`src/hw/rtl/svn_pkg.sv`:
```
// Shared types, constants and codes for the smooth vertex normals block.
// Depends on nothing; every other RTL file refers to it by scoped names.
`timescale 1ns / 1ps
`default_nettype none

package svn_pkg;

    localparam int MAX_VERTICES_DEF = 64;

    // request, result and sum field widths
    localparam int IDX_W   = 6;
    localparam int POS_W   = 16;
    localparam int CNT_W   = 7;
    localparam int FUNC_W  = 2;
    localparam int NORM_W  = 16;
    localparam int SUM_W   = 24;

    // unitize operand width (components below 2^40 in magnitude)
    localparam int VIN_W   = 41;

    localparam logic [FUNC_W-1:0] FUNC_LOAD   = 2'd0;
    localparam logic [FUNC_W-1:0] FUNC_TRI    = 2'd1;
    localparam logic [FUNC_W-1:0] FUNC_FINISH = 2'd2;

    localparam logic signed [SUM_W:0] SUM_MAX = 25'sd8388607;
    localparam logic signed [SUM_W:0] SUM_MIN = -25'sd8388608;

    typedef enum logic [3:0] {
        S_CLEAR,
        S_IDLE,
        S_TRI_RD,
        S_TRI_MUL,
        S_TRI_START,
        S_TRI_NORM,
        S_TRI_ACC,
        S_FIN_RD,
        S_FIN_START,
        S_FIN_NORM,
        S_FIN_OUT
    } state_t;

    typedef enum logic [2:0] {
        U_IDLE,
        U_SHIFT,
        U_SQ,
        U_SQRT,
        U_DIVI,
        U_DIV
    } ustate_t;

    // result of one normalization, handed from the unit to the sequencer
    typedef struct packed {
        logic                     done;
        logic                     zero;
        logic signed [NORM_W-1:0] qx;
        logic signed [NORM_W-1:0] qy;
        logic signed [NORM_W-1:0] qz;
    } uz_res_t;

endpackage

`default_nettype wire

```
`src/hw/rtl/svn_unitize.sv`:
```
// Iterative vector normalizer: shift, sum of squares, square root, divide.
// Depends on svn_pkg for widths, state codes and the result struct.
`timescale 1ns / 1ps
`default_nettype none

module svn_unitize (
    input  wire logic                                 aclk,
    input  wire logic                                 aresetn,
    input  wire logic                                 start,
    input  wire logic signed [svn_pkg::VIN_W-1:0]     vin_x,
    input  wire logic signed [svn_pkg::VIN_W-1:0]     vin_y,
    input  wire logic signed [svn_pkg::VIN_W-1:0]     vin_z,
    output svn_pkg::uz_res_t                          res
);

    svn_pkg::ustate_t ust_reg, ust_next;
    logic [39:0] m_reg [3];
    logic [39:0] m_next [3];
    logic [2:0]  neg_reg, neg_next;
    logic [61:0] prod_reg, prod_next;
    logic [63:0] acc_reg, acc_next;
    logic [63:0] sx_reg, sx_next;
    logic [63:0] sr_reg, sr_next;
    logic [63:0] sb_reg, sb_next;
    logic [33:0] rem_reg, rem_next;
    logic [14:0] nl_reg, nl_next;
    logic [14:0] q_reg, q_next;
    logic [4:0]  cnt_reg, cnt_next;
    logic [1:0]  comp_reg, comp_next;
    logic signed [15:0] qo_reg [3];
    logic signed [15:0] qo_next [3];
    logic        zero_reg, zero_next;
    logic        done_reg, done_next;

    logic [39:0] mx;
    logic [63:0] st;
    logic [33:0] dt;
    logic [32:0] dd;
    logic signed [40:0] vv [3];
    logic signed [40:0] vmag [3];
    logic [15:0] qpos;

    assign vv[0] = vin_x;
    assign vv[1] = vin_y;
    assign vv[2] = vin_z;

    always_comb begin
        for (int i = 0; i < 3; i++) begin
            vmag[i] = vv[i][40] ? -vv[i] : vv[i];
        end
        mx = m_reg[0];
        if (m_reg[1] > mx) mx = m_reg[1];
        if (m_reg[2] > mx) mx = m_reg[2];
        st   = sr_reg + sb_reg;
        dd   = {sr_reg[31:0], 1'b0};
        dt   = {rem_reg[32:0], nl_reg[14]};
        qpos = {1'b0, (dt >= 34'(dd)) ? {q_reg[13:0], 1'b1} : {q_reg[13:0], 1'b0}};
    end

    always_comb begin
        ust_next  = ust_reg;
        m_next    = m_reg;
        neg_next  = neg_reg;
        prod_next = prod_reg;
        acc_next  = acc_reg;
        sx_next   = sx_reg;
        sr_next   = sr_reg;
        sb_next   = sb_reg;
        rem_next  = rem_reg;
        nl_next   = nl_reg;
        q_next    = q_reg;
        cnt_next  = cnt_reg;
        comp_next = comp_reg;
        qo_next   = qo_reg;
        zero_next = zero_reg;
        done_next = 1'b0;
        unique case (ust_reg)
            svn_pkg::U_IDLE: begin
                if (start) begin
                    for (int i = 0; i < 3; i++) begin
                        m_next[i]   = vmag[i][39:0];
                        neg_next[i] = vv[i][40];
                    end
                    ust_next = svn_pkg::U_SHIFT;
                end
            end
            svn_pkg::U_SHIFT: begin
                // bring the largest magnitude into [2^30, 2^31)
                priority if (mx == 40'd0) begin
                    qo_next[0] = '0;
                    qo_next[1] = '0;
                    qo_next[2] = '0;
                    zero_next  = 1'b1;
                    done_next  = 1'b1;
                    ust_next   = svn_pkg::U_IDLE;
                end else if (mx[39:31] != '0) begin
                    for (int i = 0; i < 3; i++) m_next[i] = m_reg[i] >> 1;
                end else if (mx[30] == 1'b0) begin
                    for (int i = 0; i < 3; i++) m_next[i] = m_reg[i] << 1;
                end else begin
                    cnt_next = '0;
                    acc_next = '0;
                    ust_next = svn_pkg::U_SQ;
                end
            end
            svn_pkg::U_SQ: begin
                if (cnt_reg[1:0] != 2'd3) begin
                    prod_next = m_reg[cnt_reg[1:0]][30:0] * m_reg[cnt_reg[1:0]][30:0];
                end
                if (cnt_reg != '0) acc_next = acc_reg + 64'(prod_reg);
                if (cnt_reg[1:0] == 2'd3) begin
                    sx_next  = acc_reg + 64'(prod_reg);
                    sr_next  = '0;
                    sb_next  = 64'd1 << 62;
                    cnt_next = '0;
                    ust_next = svn_pkg::U_SQRT;
                end else begin
                    cnt_next = cnt_reg + 5'd1;
                end
            end
            svn_pkg::U_SQRT: begin
                if (sx_reg >= st) begin
                    sx_next = sx_reg - st;
                    sr_next = (sr_reg >> 1) + sb_reg;
                end else begin
                    sr_next = sr_reg >> 1;
                end
                sb_next  = sb_reg >> 2;
                cnt_next = cnt_reg + 5'd1;
                if (cnt_reg == 5'd31) begin
                    comp_next = '0;
                    ust_next  = svn_pkg::U_DIVI;
                end
            end
            svn_pkg::U_DIVI: begin
                // upper part of m*2^15 + len, already below the divisor
                rem_next = 34'(m_reg[comp_reg][30:0]) + 34'(sr_reg[31:15]);
                nl_next  = sr_reg[14:0];
                q_next   = '0;
                cnt_next = '0;
                ust_next = svn_pkg::U_DIV;
            end
            svn_pkg::U_DIV: begin
                rem_next = (dt >= 34'(dd)) ? dt - 34'(dd) : dt;
                q_next   = qpos[14:0];
                nl_next  = {nl_reg[13:0], 1'b0};
                cnt_next = cnt_reg + 5'd1;
                if (cnt_reg == 5'd14) begin
                    qo_next[comp_reg] = neg_reg[comp_reg] ? -$signed(qpos) : $signed(qpos);
                    if (comp_reg == 2'd2) begin
                        zero_next = 1'b0;
                        done_next = 1'b1;
                        ust_next  = svn_pkg::U_IDLE;
                    end else begin
                        comp_next = comp_reg + 2'd1;
                        ust_next  = svn_pkg::U_DIVI;
                    end
                end
            end
            default: ust_next = svn_pkg::U_IDLE;
        endcase
    end

    always_ff @(posedge aclk) begin
        if (!aresetn) begin
            ust_reg  <= svn_pkg::U_IDLE;
            done_reg <= 1'b0;
        end else begin
            ust_reg  <= ust_next;
            done_reg <= done_next;
        end
    end

    always_ff @(posedge aclk) begin
        m_reg    <= m_next;
        neg_reg  <= neg_next;
        prod_reg <= prod_next;
        acc_reg  <= acc_next;
        sx_reg   <= sx_next;
        sr_reg   <= sr_next;
        sb_reg   <= sb_next;
        rem_reg  <= rem_next;
        nl_reg   <= nl_next;
        q_reg    <= q_next;
        cnt_reg  <= cnt_next;
        comp_reg <= comp_next;
        qo_reg   <= qo_next;
        zero_reg <= zero_next;
    end

    assign res.done = done_reg;
    assign res.zero = zero_reg;
    assign res.qx   = qo_reg[0];
    assign res.qy   = qo_reg[1];
    assign res.qz   = qo_reg[2];

endmodule

`default_nettype wire

```
`config.mk`:
```
export PLATFORM = sky130hd
export DESIGN_NAME = svn_unitize
export DESIGN_NICKNAME = d
export VERILOG_FILES = /design/src/hw/rtl/svn_pkg.sv /design/src/hw/rtl/svn_unitize.sv
export SDC_FILE = /design/constraint.sdc
export NUM_CORES = 2
export LEC_CHECK = 0
export ABC_AREA = 0
export BUFFER_PORTS_ARGS = -buffer_cell sky130_fd_sc_hd__buf_2
export CORE_MARGIN = 4
export CORE_UTILIZATION = 46
export DETAILED_ROUTE_END_ITERATION = 8
export PLACE_DENSITY = 0.64
export SKIP_CTS_REPAIR_TIMING = 1
export SLEW_MARGIN = 30
export SYNTH_ARGS = -nofsm -noshare
export SYNTH_HDL_FRONTEND = slang
export SYNTH_SLANG_ARGS = --single-unit
```
`constraint.sdc`:
```
create_clock -name aclk -period 51.1 [get_ports aclk]
set_clock_uncertainty 0.1 [all_clocks]
set_input_delay 0 -clock aclk [delete_from_list [all_inputs] [get_ports aclk]]
set_output_delay 0 -clock aclk [all_outputs]
set_load 0.05 [all_outputs]
```
; ---- Word level (Yosys, flattened, before mapping)
; Cells that the tools add are included.
; Widths: inputs -> output; s select.
[classes]
addsub = 12
n_mul = 1
order_cmp = 8
eq_ne = 25
muxes = 69
bitwise_logic = 2
reduce_logical = 24
[op_table]
columns = cell, n
row1 = $mux 64, 9
row2 = $pmux 64 s2, 4
row3 = $mux 120, 4
row4 = $pmux 120 s2, 1
row5 = $mux 40, 5
row6 = $bmux 40 s2, 2
row7 = $mux 31, 4
row8 = $neg 40->40, 3
row9 = $mux 48, 2
row10 = $pmux 48 s2, 1
row11 = $gt 40x40->1, 2
row12 = $pmux 33 s2, 1
row13 = $add 63x64->64, 1
row14 = $add 64x62->64, 1
row15 = $add 64x64->64, 1
row16 = $ge 64x64->1, 1
row17 = $sub 64x64->64, 1
row18 = $mul 31x31->62, 1
row19 = $bwmux 48, 1
row20 = $logic_not 40->1, 1
row21 = $ge 34x33->1, 1
row22 = $mux 33, 1
row23 = $sub 33x33->33, 1
row24 = $add 31x17->32, 1
row25 = other kinds (40), 91
[word_totals]
register_bits = 563
output_inout_bits = 50
word_cells = 161

; ---- Depth between registers and ports, before layout
[depth]
word_depth = 8
mapped_depth = 38
mapped_depth_nobuf = 34

; ---- Worst setup path after synthesis
; OpenSTA, ideal clock, no wires.
[synth_timing]
kind = reg2reg
start = register m_reg[65] (netlist name)
end = register m_reg[0] (netlist name) (enable)
setup_ns = 1.238
arrival_time_ns = 23.442
slack_ns = 26.320
path_stages_with_launch = 22
path_buffers = 2
synth_period_minus_slack_ns = 24.780
path_cell_list = edfxtp_1 > ha_1 > a21o_1 > a21o_1 > a21oi_1 > nor2b_1 > a2111oi_0 > a2bb2oi_1 > clkbuf_1 > mux2i_1 > ha_1 > a21o_1 > a221oi_1 > o21ai_0 > a221oi_1 > o221ai_1 > a21oi_1 > a31oi_1 > mux2_2 > clkbuf_1 > a211oi_1 > a2111oi_0
[synth_via]
elab_chain_len = 7
word_cells_on_any_way = 9
classes_between = order compare: 2 / eq/ne: 2 / mux: 2 / reduce/logical: 3
[synth_lines]
columns = element, line_no
row1 = start: declaration, svn_unitize.sv:17  ; logic [39:0] m_reg [3];
row2 = start signal: assignment, svn_unitize.sv:175  ; m_reg <= m_next;
row3 = $gt 40x40->1, svn_unitize.sv:52  ; if (m_reg[1] > mx) mx = m_reg[1];
row4 = $mux 40 (*), svn_unitize.sv:52
row5 = $gt 40x40->1, svn_unitize.sv:53  ; if (m_reg[2] > mx) mx = m_reg[2];
row6 = $mux 40 (*), svn_unitize.sv:53
row7 = $logic_not 40->1 or $reduce_bool 9->1 (tied branches), "svn_unitize.sv:89, svn_unitize.sv:96"
row8 = $ne 2x2->1 (no line) or $ne 3x3->1 (tied branches), -
row9 = $reduce_and 4->1 (no line) (*), -
; Every way passes the cells marked *; elsewhere a longest branch is shown, timed or not.
; A chain may end at the register's enable or synchronous reset.

; ---- Final worst setup path
[layout_timing]
start = register cnt_reg[1]
end = register prod_reg[57] (data pin)
[layout_via]
elab_chain_len = 5
[layout_lines]
columns = element, line_no
row1 = start: declaration, svn_unitize.sv:28  ; logic [4:0] cnt_reg, cnt_next;
row2 = start signal: assignment, svn_unitize.sv:185  ; cnt_reg <= cnt_next;
row3 = $not 2->3 (not written as such), svn_unitize.sv:108  ; prod_next = m_reg[cnt_reg[1:0]][30:0] * m_reg[cnt_reg[1:0]][30:0];
row4 = $bmux 40 s2, svn_unitize.sv:108
row5 = $mux 31 (not written as such) (2 in a row), svn_unitize.sv:108
row6 = $mul 31x31->62, svn_unitize.sv:108
row7 = end signal: assignment, svn_unitize.sv:177  ; prod_reg <= prod_next;
row8 = end: declaration, svn_unitize.sv:20  ; logic [61:0] prod_reg, prod_next;
; Every way passes these cells. The select of a mux whose other input is x is not followed.

==> flow_summary.ini <==
[logic_synthesis]
syn_nets = 9103
synth_edf_count = 526
synth_area_leader_cell = edfxtp_1
synth_fa_ha_area_share_pct = 32.5
synthCells = 7639
async_flop_share_pct = 0
syn_area_per_cell_sq_um = 9.01
synth-seq-cells = 530
synth_top_cells_by_area = edfxtp_1 (23%), fa_1 (22%), ha_1 (11%)
synth.most_common_cell = inv_1
synth_top_cell_area_share_pct = 22.9
synth_common_cells = inv_1 (1034), nand2_1 (873), fa_1 (754), nor2_1 (754), ha_1 (584)
synth_top_family_by_area = adder cells
synth-simple-area-share_pct = 14.7
yosysWarnings = 0
ys_seq_area_share_pct = 23.1
synthMuxAreaShare_pct = 1.99
synth_compound_area_share_pct = 14.2
synth_area_sq_um = 68800
synth_cell_types = 82
synth_xor_area_share_pct = 6.15
synth_flop_cell = edfxtp_1

[timing]
fin_setup_tns_ns = 0
rsz0062_at_grt = false
period_share_pct = 21.6
post-route-min-period_ns = 11.05
slew_headroom_pct = 29.0
hold_viol_final = 0
fin_ws_ns = 40.05
setup_violations = 0
drv_slew = 0
tightestPinTransition_ns = 1.05
fmax_mhz = 90.5
whs_ns = 0.113

[clocking]
clk_path_buf_depth = 3
ctsRootBufferMaster = clkbuf_16
clk_pin_slew_ns = 0.07
htreeDepth = 2
cts_tree = done
cts_buffers = 60
cts.sinks = 530
clk_latency_ns = 0.71

[setup_path]
timing.critical_path.mode_cell = fa_1
ff2ff_path_depth = 34
critical_path_class = flip-flop to flip-flop
startpoint_type = flip-flop
cpMaxStageDelayCell = clkinv_1
critPathLaunch = cnt_reg[1]
cp-endpoint = prod_reg[57]
rrSetupSlack_ns = 40.05
endpoint_kind = flip-flop
critPathRequiredTime_ns = 51.35
cp.arrival_ns = 11.30
cpPeakStageDelay_ns = 0.71
r2r_start = cnt_reg[1]
worstPathMaxFanout = 36
timing.rr.end = prod_reg[57]

[floorplanning]
rows = 141
initial_core_util_pct = 46.4
ioPinCount = 176
die_h_um = 395
fp.dieW_um = 395
dieArea_sq_um = 156000
core_sq_um = 148000

[placed_design]
hpwlAfterDp_mm = 158
pre_cts_slack_ns = 40.18
io_buffers = 175
gp_congestion = 0.964

[finish]
drive_gt1_share_pct = 5.75
nets = 9310
largest_reg_flops = 120
areaGrowthSynthToFinish_pct = 10.2
fill_cells = 13768

[routing]
drcViolationCount = 0
wl_per_cell_um = 21.1
via_per_inst = 5.80
dr.pass1.iters = 8
drt-total-wl_mm = 208
drt_first_iter_violations = 5562
route.vias.total = 57051
ant_nets = 0

[hold_path]
hold_class = input port to flip-flop

[global_routing]
grt_start_max_net_pins = 96
track_usage_pct = 25.6
grt_pass1_vias = 55498
grt_pass1_wl_mm = 318
antenna_found_initial = 7
overflow = 0

[run_status]
status = completed

[run]
max_cap_viol_count = 0
## logic make-up (layout without fill, tap and decap cells)
kind of cell / after synthesis / after routing
mux: 136 / 136
compound gates: 1541 / 1541
other cells: 0 / 6
xor+xnor: 483 / 483
fa+ha+maj: 1338 / 1338
buf+inv: 1346 / 1604
flops: 530 / 530
simple gates: 2265 / 2265
## routing by layer
| layer | track usage, % | routed length (um) | vias up | share of wire, % |
|---|---|---|---|---|
| met1 | 37.4 | 91400 | 28008 | 44 |
| li1 | - | - | 26334 | - |
| met5 | 0 | 23 | - | 0.011 |
| met2 | 39.4 | 91200 | 2340 | 44 |
| met4 | 6.35 | 6320 | 4 | 3.0 |
| met3 | 4.73 | 18600 | 365 | 8.9 |
## through the flow
step | cell area (sq um) | instances | util, %
detailed placement | 71900 | 9538 | 48.5
CTS | 74100 | 9651 | 50.0
finish | 75900 | 9833 | 51.2
global placement | 71900 | 9538 | 48.5
global route | 75900 | 9833 | 51.2
floorplan | 68800 | 7639 | -
## cell usage in the layout, fill, tap and decap left out, types with 40 or more instances in the layout
master	count
nor3_1	68
a31oi_1	186
edfxtp_1	526
xor2_1	161
dlygate4sd3_1	176
nand4_1	74
nand2_1	873
and3_1	92
a21o_1	162
a211oi_1	103
nand3_1	82
xnor2_1	322
o31ai_1	48
mux2i_1	130
nor2b_1	76
buf_2	175
fa_1	754
nor2_1	748
clkbuf_16	60
o21bai_1	58
buf_4	95
ha_1	584
nor4_1	40
or3_1	42
a21oi_1	353
o21ai_0	359
inv_1	1033
## worst max-delay path: cells and delay by family (launching register included)
kind                     cells  cell delay, ns
AND/OR/NAND/NOR              8            2.05
adder cells (fa/ha/maj)      9            4.30
flip-flops                   1            0.33
buffers and inverters       11            2.23
AO/OA/AOI/OAI                6            1.66
## worst min-delay path by stage
stage	from	end	slack [ns]	cells after the start
3_3_place_gp	aresetn	ust_reg[0]	0.17	2
6_report	aresetn	ust_reg[2]	0.11	3
4_1_cts	aresetn	ust_reg[0]	-0.57	2
5_1_grt	aresetn	ust_reg[2]	0.09	3
2_1_floorplan	vin_x[40]	neg_reg[0]	-0.001	0
3_5_place_dp	aresetn	ust_reg[0]	0.18	2
## cell type report
cell class                 count  area [sq um]  share of cell area (%)
timing repair buffer         447          3360                    4.43
clock buffer                  68          1530                    2.02
clock inverter                45           663                   0.874
antenna                        6          15.0                  0.0198
sequential                   530         15900                    20.9
inverter                    1044          3930                    5.17
tap                         1930          2410                    3.18
multi-input combinational   5763         48100                    63.4
Power is left out: the tool's default activity adds up to more than one toggle a clock period on the data nets, which glitch-free logic cannot reach.
